### src/gsu_pkg.sv
`timescale 1ns / 1ps

package gsu_pkg;

  localparam int COORD_BITS_DEF = 31;
  localparam int PITCH_W        = 16;
  localparam int ADDR_W         = 4;
  localparam int DATA_W         = 32;
  localparam int OUT_W          = 32;

  typedef enum logic [1:0] {
    FUNC_NEAREST = 2'd0,
    FUNC_DOWN    = 2'd1,
    FUNC_UP      = 2'd2
  } func_e;

  typedef enum logic [1:0] {
    REG_PITCH_X  = 2'd0,
    REG_ORIGIN_X = 2'd1,
    REG_PITCH_Y  = 2'd2,
    REG_ORIGIN_Y = 2'd3
  } reg_e;

  // control that rides along with each word through the chain
  typedef struct packed {
    logic       valid;
    logic [1:0] func;
    logic       neg;
  } ctl_t;

endpackage

### src/gsu_front.sv
`timescale 1ns / 1ps

module gsu_front #(
  parameter int COORD_BITS = gsu_pkg::COORD_BITS_DEF,
  parameter int MAG_BITS   = gsu_pkg::COORD_BITS_DEF
) (
  input  logic                               clk_i,
  input  logic                               rst_ni,
  input  logic                               en_i,
  input  logic                               valid_i,
  input  logic [1:0]                         func_i,
  input  logic                               axis_i,
  input  logic signed [COORD_BITS-1:0]       coord_i,
  input  logic [gsu_pkg::PITCH_W-1:0]        pitch_x_i,
  input  logic signed [gsu_pkg::PITCH_W-1:0] origin_x_i,
  input  logic [gsu_pkg::PITCH_W-1:0]        pitch_y_i,
  input  logic signed [gsu_pkg::PITCH_W-1:0] origin_y_i,
  output gsu_pkg::ctl_t                      ctl_o,
  output logic signed [COORD_BITS-1:0]       coord_o,
  output logic [gsu_pkg::PITCH_W-1:0]        pitch_o,
  output logic [MAG_BITS-1:0]                mag_o,
  output logic [gsu_pkg::PITCH_W-1:0]        rem_o
);
  import gsu_pkg::*;

  logic [PITCH_W-1:0]        pitch_sel;
  logic signed [PITCH_W-1:0] origin_sel;
  logic [PITCH_W-1:0]        pitch_eff;
  logic signed [MAG_BITS:0]  diff;
  logic [MAG_BITS:0]         diff_abs;

  ctl_t                      ctl_q, ctl_d;
  logic signed [COORD_BITS-1:0] coord_q;
  logic [PITCH_W-1:0]        pitch_q;
  logic [MAG_BITS-1:0]       mag_q, mag_d;

  always_comb begin
    pitch_sel  = axis_i ? pitch_y_i : pitch_x_i;
    origin_sel = axis_i ? origin_y_i : origin_x_i;
    // a zero pitch behaves as pitch one
    pitch_eff  = (pitch_sel == '0) ? PITCH_W'(1) : pitch_sel;
    diff       = (MAG_BITS+1)'(coord_i) - (MAG_BITS+1)'(origin_sel);
    diff_abs   = diff[MAG_BITS] ? (~diff + (MAG_BITS+1)'(1)) : diff;
    mag_d      = diff_abs[MAG_BITS-1:0];
    ctl_d.valid = valid_i;
    ctl_d.func  = func_i;
    ctl_d.neg   = diff[MAG_BITS];
  end

  always_ff @(posedge clk_i or negedge rst_ni) begin
    if (!rst_ni) begin
      ctl_q <= '0;
    end else if (en_i) begin
      ctl_q <= ctl_d;
    end
  end

  always_ff @(posedge clk_i) begin
    if (en_i) begin
      coord_q <= coord_i;
      pitch_q <= pitch_eff;
      mag_q   <= mag_d;
    end
  end

  assign ctl_o   = ctl_q;
  assign coord_o = coord_q;
  assign pitch_o = pitch_q;
  assign mag_o   = mag_q;
  assign rem_o   = '0;

endmodule

### src/gsu_cell.sv
`timescale 1ns / 1ps

module gsu_cell #(
  parameter int COORD_BITS = gsu_pkg::COORD_BITS_DEF,
  parameter int MAG_BITS   = gsu_pkg::COORD_BITS_DEF
) (
  input  logic                         clk_i,
  input  logic                         rst_ni,
  input  logic                         en_i,
  input  gsu_pkg::ctl_t                ctl_i,
  input  logic signed [COORD_BITS-1:0] coord_i,
  input  logic [gsu_pkg::PITCH_W-1:0]  pitch_i,
  input  logic [MAG_BITS-1:0]          mag_i,
  input  logic [gsu_pkg::PITCH_W-1:0]  rem_i,
  output gsu_pkg::ctl_t                ctl_o,
  output logic signed [COORD_BITS-1:0] coord_o,
  output logic [gsu_pkg::PITCH_W-1:0]  pitch_o,
  output logic [MAG_BITS-1:0]          mag_o,
  output logic [gsu_pkg::PITCH_W-1:0]  rem_o
);
  import gsu_pkg::*;

  logic [PITCH_W:0]   trial;
  logic [PITCH_W:0]   trial_sub;
  logic [PITCH_W-1:0] rem_d;
  logic [MAG_BITS-1:0] mag_d;

  ctl_t                         ctl_q;
  logic signed [COORD_BITS-1:0] coord_q;
  logic [PITCH_W-1:0]           pitch_q;
  logic [MAG_BITS-1:0]          mag_q;
  logic [PITCH_W-1:0]           rem_q;

  // one restoring step: bring down the next dividend bit, subtract if it fits
  always_comb begin
    trial     = {rem_i, mag_i[MAG_BITS-1]};
    trial_sub = trial - {1'b0, pitch_i};
    rem_d     = (trial >= {1'b0, pitch_i}) ? trial_sub[PITCH_W-1:0] : trial[PITCH_W-1:0];
    mag_d     = {mag_i[MAG_BITS-2:0], 1'b0};
  end

  always_ff @(posedge clk_i or negedge rst_ni) begin
    if (!rst_ni) begin
      ctl_q <= '0;
    end else if (en_i) begin
      ctl_q <= ctl_i;
    end
  end

  always_ff @(posedge clk_i) begin
    if (en_i) begin
      coord_q <= coord_i;
      pitch_q <= pitch_i;
      mag_q   <= mag_d;
      rem_q   <= rem_d;
    end
  end

  assign ctl_o   = ctl_q;
  assign coord_o = coord_q;
  assign pitch_o = pitch_q;
  assign mag_o   = mag_q;
  assign rem_o   = rem_q;

endmodule

### src/gsu_back.sv
`timescale 1ns / 1ps

module gsu_back #(
  parameter int COORD_BITS = gsu_pkg::COORD_BITS_DEF,
  parameter int MAG_BITS   = gsu_pkg::COORD_BITS_DEF
) (
  input  logic                             clk_i,
  input  logic                             rst_ni,
  input  logic                             en_i,
  input  gsu_pkg::ctl_t                    ctl_i,
  input  logic signed [COORD_BITS-1:0]     coord_i,
  input  logic [gsu_pkg::PITCH_W-1:0]      pitch_i,
  input  logic [gsu_pkg::PITCH_W-1:0]      rem_i,
  output logic                             valid_o,
  output logic signed [gsu_pkg::OUT_W-1:0] snapped_o
);
  import gsu_pkg::*;

  localparam int RES_W = MAG_BITS + 2;

  // fold stage
  logic [PITCH_W-1:0]           r_d;
  logic                         fold_vld_q;
  logic [1:0]                   fold_func_q;
  logic signed [COORD_BITS-1:0] fold_coord_q;
  logic [PITCH_W-1:0]           fold_pitch_q;
  logic [PITCH_W-1:0]           fold_r_q;

  // floor and rounding stage
  logic                         up_d;
  logic signed [RES_W-1:0]      lo_d;
  logic                         lo_vld_q;
  logic                         lo_up_q;
  logic signed [RES_W-1:0]      lo_q;
  logic [PITCH_W-1:0]           lo_pitch_q;

  // output stage
  logic signed [RES_W-1:0]      res;
  logic signed [OUT_W-1:0]      sat;
  logic                         out_vld_q;
  logic signed [OUT_W-1:0]      out_q;

  // remainder of a negative dividend folds to the floor remainder
  always_comb begin
    r_d = (ctl_i.neg && (rem_i != '0)) ? (pitch_i - rem_i) : rem_i;
  end

  always_comb begin
    lo_d = RES_W'(fold_coord_q) - RES_W'({1'b0, fold_r_q});
    case (func_e'(fold_func_q))
      FUNC_DOWN: up_d = 1'b0;
      FUNC_UP:   up_d = (fold_r_q != '0);
      // nearest, and the unused code; a tie stays low
      default:   up_d = ({fold_r_q, 1'b0} > {1'b0, fold_pitch_q});
    endcase
  end

  assign res = lo_q + (lo_up_q ? RES_W'({1'b0, lo_pitch_q}) : RES_W'(0));

  generate
    if (RES_W > OUT_W) begin : g_sat
      localparam logic signed [RES_W-1:0] MaxVal = RES_W'({1'b0, {(OUT_W-1){1'b1}}});
      localparam logic signed [RES_W-1:0] MinVal = -MaxVal - RES_W'(1);
      always_comb begin
        if (res > MaxVal) begin
          sat = {1'b0, {(OUT_W-1){1'b1}}};
        end else if (res < MinVal) begin
          sat = {1'b1, {(OUT_W-1){1'b0}}};
        end else begin
          sat = res[OUT_W-1:0];
        end
      end
    end else begin : g_ext
      assign sat = OUT_W'(res);
    end
  endgenerate

  always_ff @(posedge clk_i or negedge rst_ni) begin
    if (!rst_ni) begin
      fold_vld_q <= 1'b0;
      lo_vld_q   <= 1'b0;
      out_vld_q  <= 1'b0;
    end else if (en_i) begin
      fold_vld_q <= ctl_i.valid;
      lo_vld_q   <= fold_vld_q;
      out_vld_q  <= lo_vld_q;
    end
  end

  always_ff @(posedge clk_i) begin
    if (en_i) begin
      fold_func_q  <= ctl_i.func;
      fold_coord_q <= coord_i;
      fold_pitch_q <= pitch_i;
      fold_r_q     <= r_d;
      lo_up_q      <= up_d;
      lo_q         <= lo_d;
      lo_pitch_q   <= fold_pitch_q;
      out_q        <= sat;
    end
  end

  assign valid_o   = out_vld_q;
  assign snapped_o = out_q;

endmodule

### src/grid_snap_unit.sv
`timescale 1ns / 1ps

// channel   direction  handshake               word
// input     in         in_valid_i/in_stall_o    func_i, axis_i, coord_i
// output    out        out_valid_o/out_stall_i  snapped_o
// config    in         psel/penable/pwrite      paddr, pwdata -> prdata
//
// the chain is one input stage, one divider cell per magnitude bit of (coord - origin),
// then fold, round and output stages
// a new word is taken every cycle while the output is not held
// the whole chain moves together; a held output word freezes every stage and raises in_stall_o
// reset clears the valid bits of all stages and sets pitches to 1, origins to 0

module grid_snap_unit #(
  parameter int COORD_BITS = gsu_pkg::COORD_BITS_DEF
) (
  input  logic                             clk_i,
  input  logic                             rst_ni,
  input  logic                             in_valid_i,
  output logic                             in_stall_o,
  input  logic [1:0]                       func_i,
  input  logic                             axis_i,
  input  logic signed [COORD_BITS-1:0]     coord_i,
  output logic                             out_valid_o,
  input  logic                             out_stall_i,
  output logic signed [gsu_pkg::OUT_W-1:0] snapped_o,
  input  logic                             psel,
  input  logic                             penable,
  input  logic                             pwrite,
  input  logic [gsu_pkg::ADDR_W-1:0]       paddr,
  input  logic [gsu_pkg::DATA_W-1:0]       pwdata,
  output logic [gsu_pkg::DATA_W-1:0]       prdata,
  output logic                             pready
);
  import gsu_pkg::*;

  localparam int MagBits = (COORD_BITS > PITCH_W + 1) ? COORD_BITS : PITCH_W + 1;

  logic en;

  logic [PITCH_W-1:0]        pitch_x_q, pitch_y_q;
  logic signed [PITCH_W-1:0] origin_x_q, origin_y_q;
  logic                      wr_en;
  reg_e                      reg_sel;

  ctl_t                         ctl_c   [MagBits+1];
  logic signed [COORD_BITS-1:0] coord_c [MagBits+1];
  logic [PITCH_W-1:0]           pitch_c [MagBits+1];
  logic [MagBits-1:0]           mag_c   [MagBits+1];
  logic [PITCH_W-1:0]           rem_c   [MagBits+1];

  assign en         = !(out_valid_o && out_stall_i);
  assign in_stall_o = !en;

  // register port
  assign pready  = 1'b1;
  assign reg_sel = reg_e'(paddr[ADDR_W-1:2]);
  assign wr_en   = psel && penable && pwrite;

  always_ff @(posedge clk_i or negedge rst_ni) begin
    if (!rst_ni) begin
      pitch_x_q  <= PITCH_W'(1);
      origin_x_q <= '0;
      pitch_y_q  <= PITCH_W'(1);
      origin_y_q <= '0;
    end else if (wr_en) begin
      unique case (reg_sel)
        REG_PITCH_X:  pitch_x_q  <= pwdata[PITCH_W-1:0];
        REG_ORIGIN_X: origin_x_q <= pwdata[PITCH_W-1:0];
        REG_PITCH_Y:  pitch_y_q  <= pwdata[PITCH_W-1:0];
        REG_ORIGIN_Y: origin_y_q <= pwdata[PITCH_W-1:0];
        default: ;
      endcase
    end
  end

  always_comb begin
    unique case (reg_sel)
      REG_PITCH_X:  prdata = DATA_W'(pitch_x_q);
      REG_ORIGIN_X: prdata = DATA_W'(origin_x_q);
      REG_PITCH_Y:  prdata = DATA_W'(pitch_y_q);
      REG_ORIGIN_Y: prdata = DATA_W'(origin_y_q);
      default:      prdata = '0;
    endcase
  end

  gsu_front #(
    .COORD_BITS (COORD_BITS),
    .MAG_BITS   (MagBits)
  ) u_front (
    .clk_i      (clk_i),
    .rst_ni     (rst_ni),
    .en_i       (en),
    .valid_i    (in_valid_i),
    .func_i     (func_i),
    .axis_i     (axis_i),
    .coord_i    (coord_i),
    .pitch_x_i  (pitch_x_q),
    .origin_x_i (origin_x_q),
    .pitch_y_i  (pitch_y_q),
    .origin_y_i (origin_y_q),
    .ctl_o      (ctl_c[0]),
    .coord_o    (coord_c[0]),
    .pitch_o    (pitch_c[0]),
    .mag_o      (mag_c[0]),
    .rem_o      (rem_c[0])
  );

  for (genvar i = 0; i < MagBits; i++) begin : g_cell
    gsu_cell #(
      .COORD_BITS (COORD_BITS),
      .MAG_BITS   (MagBits)
    ) u_cell (
      .clk_i   (clk_i),
      .rst_ni  (rst_ni),
      .en_i    (en),
      .ctl_i   (ctl_c[i]),
      .coord_i (coord_c[i]),
      .pitch_i (pitch_c[i]),
      .mag_i   (mag_c[i]),
      .rem_i   (rem_c[i]),
      .ctl_o   (ctl_c[i+1]),
      .coord_o (coord_c[i+1]),
      .pitch_o (pitch_c[i+1]),
      .mag_o   (mag_c[i+1]),
      .rem_o   (rem_c[i+1])
    );
  end

  gsu_back #(
    .COORD_BITS (COORD_BITS),
    .MAG_BITS   (MagBits)
  ) u_back (
    .clk_i     (clk_i),
    .rst_ni    (rst_ni),
    .en_i      (en),
    .ctl_i     (ctl_c[MagBits]),
    .coord_i   (coord_c[MagBits]),
    .pitch_i   (pitch_c[MagBits]),
    .rem_i     (rem_c[MagBits]),
    .valid_o   (out_valid_o),
    .snapped_o (snapped_o)
  );

endmodule

### config.mk
export PLATFORM = sky130hd
export DESIGN_NAME = grid_snap_unit
export DESIGN_NICKNAME = d
export VERILOG_FILES = /design/src/gsu_pkg.sv /design/src/gsu_front.sv /design/src/gsu_cell.sv /design/src/gsu_back.sv /design/src/grid_snap_unit.sv
export SDC_FILE = /design/constraint.sdc
export NUM_CORES = 2
export LEC_CHECK = 0
export BUFFER_PORTS_ARGS = -buffer_cell sky130_fd_sc_hd__buf_2
export CAP_MARGIN = 40
export CORE_MARGIN = 2
export CORE_UTILIZATION = 40
export DETAILED_ROUTE_END_ITERATION = 8
export MAX_ROUTING_LAYER = met4
export PLACE_DENSITY_LB_ADDON = 0.1
export SLEW_MARGIN = 40
export SYNTH_ARGS = -nofsm -noshare
export SYNTH_HDL_FRONTEND = slang
export SYNTH_SLANG_ARGS = --single-unit
export TNS_END_PERCENT = 10
### constraint.sdc
create_clock -name clk_i -period 109.3 [get_ports clk_i]
set_input_delay 10.93 -clock clk_i [delete_from_list [all_inputs] [get_ports clk_i]]
set_output_delay 10.93 -clock clk_i [all_outputs]
set_load 0.1 [all_outputs]
# After elaboration in Yosys (flattened, before gate mapping)
# Index checks and enable logic that the tools add are counted.
# classes
addsub	36
n_reduce_logical	12
order_cmp	34
eq_ne	5
shifts	0
muxes	39
multipliers	0
n_div	0
bitwise	1
# op_table
op	count
$mux W16	34
$ge A17 B16 Y1	30
$sub A16 B16 Y16	31
$pmux W32 S4	1
$add A33 B33 Y33	1
$gt A33 B32 Y1 const B	1
$lt A33 B32 Y1 const B	1
$mux W32	1
$reduce_bool A16 Y1	2
$sub A31 B16 Y32	1
$sub A31 B17 Y32	1
$add A31 B2 Y31 const B	1
$mux W31	1
$not A31 Y31	1
$gt A17 B16 Y1	1
$ge A1 B16 Y1	1
$logic_not A16 Y1	1
$sub A1 B16 Y16	1
$reduce_and A2 Y1	4
$eq A2 B2 Y1 const B	3
$eq A2 B1 Y1 const B	2
$logic_and A1 B1 Y1	4
$logic_not A2 Y1	1
$pmux W1 S2	1
$mux W1	1
# word_totals
word_cells	365
romBits	0
ram_bits	0
latch_bits	0
n_memories	0
reg_bits	2838

# Longest topological paths before layout
# logic_depth
ltp_word	5
depth_mapped	19
depth_no_buf	15

# Cells and area by module
# Synthesis repeated with hierarchy kept, for this count alone.
# hier_totals
cells_unflattened	9163
area_unflattened_um2	143496.4
# modules_own_cells
mod	cells_each	area_each_um2	instances
gsu_cell	248	4072.7	31
gsu_back	715	8180.3	1
gsu_front	578	6035.8	1
grid_snap_unit	182	3027.9	1

# Worst setup path after synthesis
# Ideal clock, no wire load.
# synth_timing
kind	input -> output
startpoint	in out_stall_i
endpoint	out in_stall_o
slack_ns	26.127
path_stages	4
n_path_buf	2
arrival_time_ns	72.243
cell_sequence	nand2_1 inv_2 buf_1 buf_1
# synth_via
elab_chain_cells	1
# synth_rtl
item	line	source
from (decl)	grid_snap_unit.sv:25	input logic out_stall_i,
$logic_and A1 B1 Y1	grid_snap_unit.sv:52	assign en = !(out_valid_o && out_stall_i);
to (decl)	grid_snap_unit.sv:20	output logic in_stall_o,
# Every way passes these cells.

# Worst setup path after layout
# layout_timing
startpoint	in paddr[3] in the netlist's numbering
endpoint	out prdata[23] in the netlist's numbering
# layout_via
elab_chain_cells	2
elab_cells_between_ends	5
classes_between	eq/ne: 3; mux: 1; reduce/logical: 1
# layout_rtl
item	line	source
from (decl)	grid_snap_unit.sv:30	input logic [gsu_pkg::ADDR_W-1:0] paddr,
$eq A2 B2 Y1, or another cell as far along	grid_snap_unit.sv:78	unique case (reg_sel)
$pmux W32 S4 (*)	grid_snap_unit.sv:78	
to (decl)	grid_snap_unit.sv:32	output logic [gsu_pkg::DATA_W-1:0] prdata,
# Every way passes the cells marked *; elsewhere a longest branch is shown, timed or not.

==> run metrics <==
Worst Clk Skew=around 0.045 ns; Worst-Skew Late Latency=approximately 0.89 ns; maximum fanout along the worst path=20; Reg area=0.08422 sq mm; max-slew violation count=0; Routed wire per std cell=between 15 and 20 microns; EDFF count, synth=~2600; final worst-path cycle share=21.64%; Initial Util=40.22%; vias per inst=roughly 5.0; Syn Area/Cell=about 15 sq um; Worst Path Class, Setup=input port to output pin; Slew @ Worst Pin=0.9260 ns; reg2reg start=u_back.valid_o; R2R Setup Slk=roughly 100 ns; DR vias=roughly 64000; FF+latch count, synth=about 2800; multi-input combinational cell area=about 0.034 sq mm; Startpoint Class=input port; post-CTS sizing=0; TritonCTS clock tree=yes; Setup-failing EPs final=0; asr flop ratio synth=under 10%; P&R area growth vs syn=13.33%; crit path capture type=output pin; global-route wire length before repair=353900 microns; Synth Area in Simple Gates=6.540%; Worst Path Arrival=about 13 ns; Fmax=roughly 0.042 GHz; status=finished, final reports clean; Hold Path Origin=g_cell[24].u_cell.mag_o[28]; Rows=~200; R2R depth=9; Mapped Nets=8732; aggregate routed wire length=approximately 220000 microns; share of cells above drive strength 1=~15%; Hold Path Stages=0; Final Hold Viols=0; CTS Sinks=roughly 2800; die width=approximately 560 microns; hold_buf cts=0; Max Cap Viol=0; Post-DP HPWL=between 150000 and 200000 microns; FF-to-FF End=g_cell[30].u_cell.coord_o[16]; XOR/XNOR Fraction of Synth Area=under 10%; I/O Pins=roughly 140; Compound-Gate Fraction of Synth Area=5.939%; # fillers=between 20000 and 30000; main flop type after synthesis=edfxtp_1; mux contribution to synthesized area=6.424%; initial antenna violation count=19; minimum clock period=about 24 ns; DRC errors left=0; Die Y=555.7 microns; post-route cell area=0.1380 sq mm; core area=between 0.3 and 0.4 sq mm; Mapped Cells=8044; clock buffer depth=4; root buf cell=clkbuf_16; largest net degree at the start of global routing=between 150 and 200; total track usage=14.63%; clock-pin slew on the worst setup and hold paths=approximately 0.05 ns; RePlAce Congestion=between 0.8 and 0.9; Post-Syn Area=between 0.1 and 0.15 sq mm; vias in the first global route=65190; post-synthesis sequential area ratio=between 60% and 70%; drt first pass iters=6; NumNets Final=9156; worst path required time=about 98 ns; largest family of logic cells by synthesized area=simple AND/OR/NAND/NOR gates; DRT antenna net count=0; synth unique cells=82; Die ar.=~0.3 sq mm; H-tree Lvls=5; RSZ-0062 raised after global routing=no; Hold Path Sink=g_cell[25].u_cell.mag_o[29]; adder-cell share of the synthesized area=6.488%; iteration-0 DRC count of the detailed router=4078; total grt overflow=0; setup TNS=0 ns; placed cell area=between 0.1 and 0.15 sq mm; Num CTS Buffers=318; post-CTS setup buffer count=0; Worst slew margin=a little under two fifths; Min-Delay Path Class=flip-flop to flip-flop; Yosys warnings=0; count of port buffers added during placement=between 100 and 150
metrics by stage:
step	hold slack [ns]	util (%)	instances	worst slack, ns
final	0.4030	45.58	12720	85.64
after global routing	0.4084	45.58	12720	85.42
after floorplan	0.4003	-	8044	26.13
after CTS	0.3989	45.51	12700	85.55
after global placement	0.4001	42.13	12120	85.60
after detailed placement	0.4045	42.19	12120	85.55
cell usage after synthesis (66+ instances only):
cell type  number  area (sq um)
mux2_2        548          6171
clkbuf_1       66         247.7
a21o_1        105         788.3
nor2b_1       120         750.7
a21boi_0      101         758.2
nand2b_1       99         619.3
nor2_1        384          1441
nand4_1       131         819.5
inv_1         767          2879
nand3_1        80         400.4
ha_1          577          7219
a21oi_1       281          1406
nand2_1       294          1104
o21a_1         77         578.1
edfxtp_1     2642         79340
dfrtp_1       193          4830
nor3_1        127         635.6
xor2_1        105         919.6
mux2i_1       129          1291
xnor2_1       273          2391
o21ai_0       247          1236
state kept, by name (all words and copies together), names as in the netlist, 2 cells and up:
register and count:
u_back.snapped_o 32, u_back.lo_pitch_q 16, u_front.ctl_o 4, g_cell.u_cell.ctl_o 124, u_front.coord_o 31, u_back.fold_pitch_q 16, u_back.lo_q 32, g_cell.u_cell.mag_o 465
pitch_x_q 16, origin_x_q 16, u_back.fold_func_q 2, u_back.fold_r_q 16, u_front.mag_o 31, pitch_y_q 16, g_cell.u_cell.pitch_o 496, g_cell.u_cell.coord_o 961
origin_y_q 16, u_front.pitch_o 16, u_back.fold_coord_q 31, g_cell.u_cell.rem_o 496
worst max-delay path, stage by stage:
cell and delay (ns):
buf_2 0.56, mux2i_1 0.16, nor2_1 0.52, buf_2 0.54
cell type report:
class | count | share of cell area, %
Tap cell | 3978 | 3.607
Antenna cell | 22 | 0.03989
Multi-Input combinational cell | 4340 | 24.91
Clock inverter | 161 | 1.071
Sequential cell | 2837 | 61.03
Timing Repair Buffer | 202 | 1.040
Inverter | 769 | 2.095
Clock buffer | 411 | 6.206
worst max-delay path by stage:
stage,cells after the start,endpoint,from,slack [ns]
after detailed placement,4,prdata[23],paddr[3],85.55
after global placement,4,prdata[17],paddr[3],85.60
after CTS,4,prdata[23],paddr[3],85.55
after floorplan,4,in_stall_o,out_stall_i,26.13
final,4,prdata[23],paddr[3],85.64
after global routing,4,prdata[25],paddr[3],85.42
cells in the final DEF (no fill, tap or decap), drive strengths merged, types with 80 or more instances in the layout:
cell type and instances:
ha 577, nand4 131, clkbuf 411, mux2i 129, nand2b 99, clkinv 125, edfxtp 2642, buf 202
a21oi 281, nor2 384, nor3 128, dfrtp 193, a21o 105, nand2 294, nor2b 120, nand3 80
inv 779, xor2 105, mux2 548, a21boi 101, o21ai 251, xnor2 273
cell families (layout without fill, tap and decap cells):
group	after synthesis	in the layout
AO/OA/AOI/OAI	1108	1108
XOR/XNOR	378	378
adder cells (fa/ha/maj)	611	611
buffers and inverters	867	1543
flip-flops	2837	2837
multiplexers	693	693
other	1	23
AND/OR/NAND/NOR	1549	1549
metal layers:
metal | track usage, % | part of all wire, % | vias to the layer above
met5 | - | 0 | -
met4 | 5.109 | 3.3 | 0
met3 | 2.440 | 4.1 | 430
met2 | 24.34 | 49 | 970
met1 | 18.02 | 43 | 31080
li1 | - | - | 31040
Power is left out: the tool's default activity adds up to more than one toggle a clock period on the data nets, which glitch-free logic cannot reach.
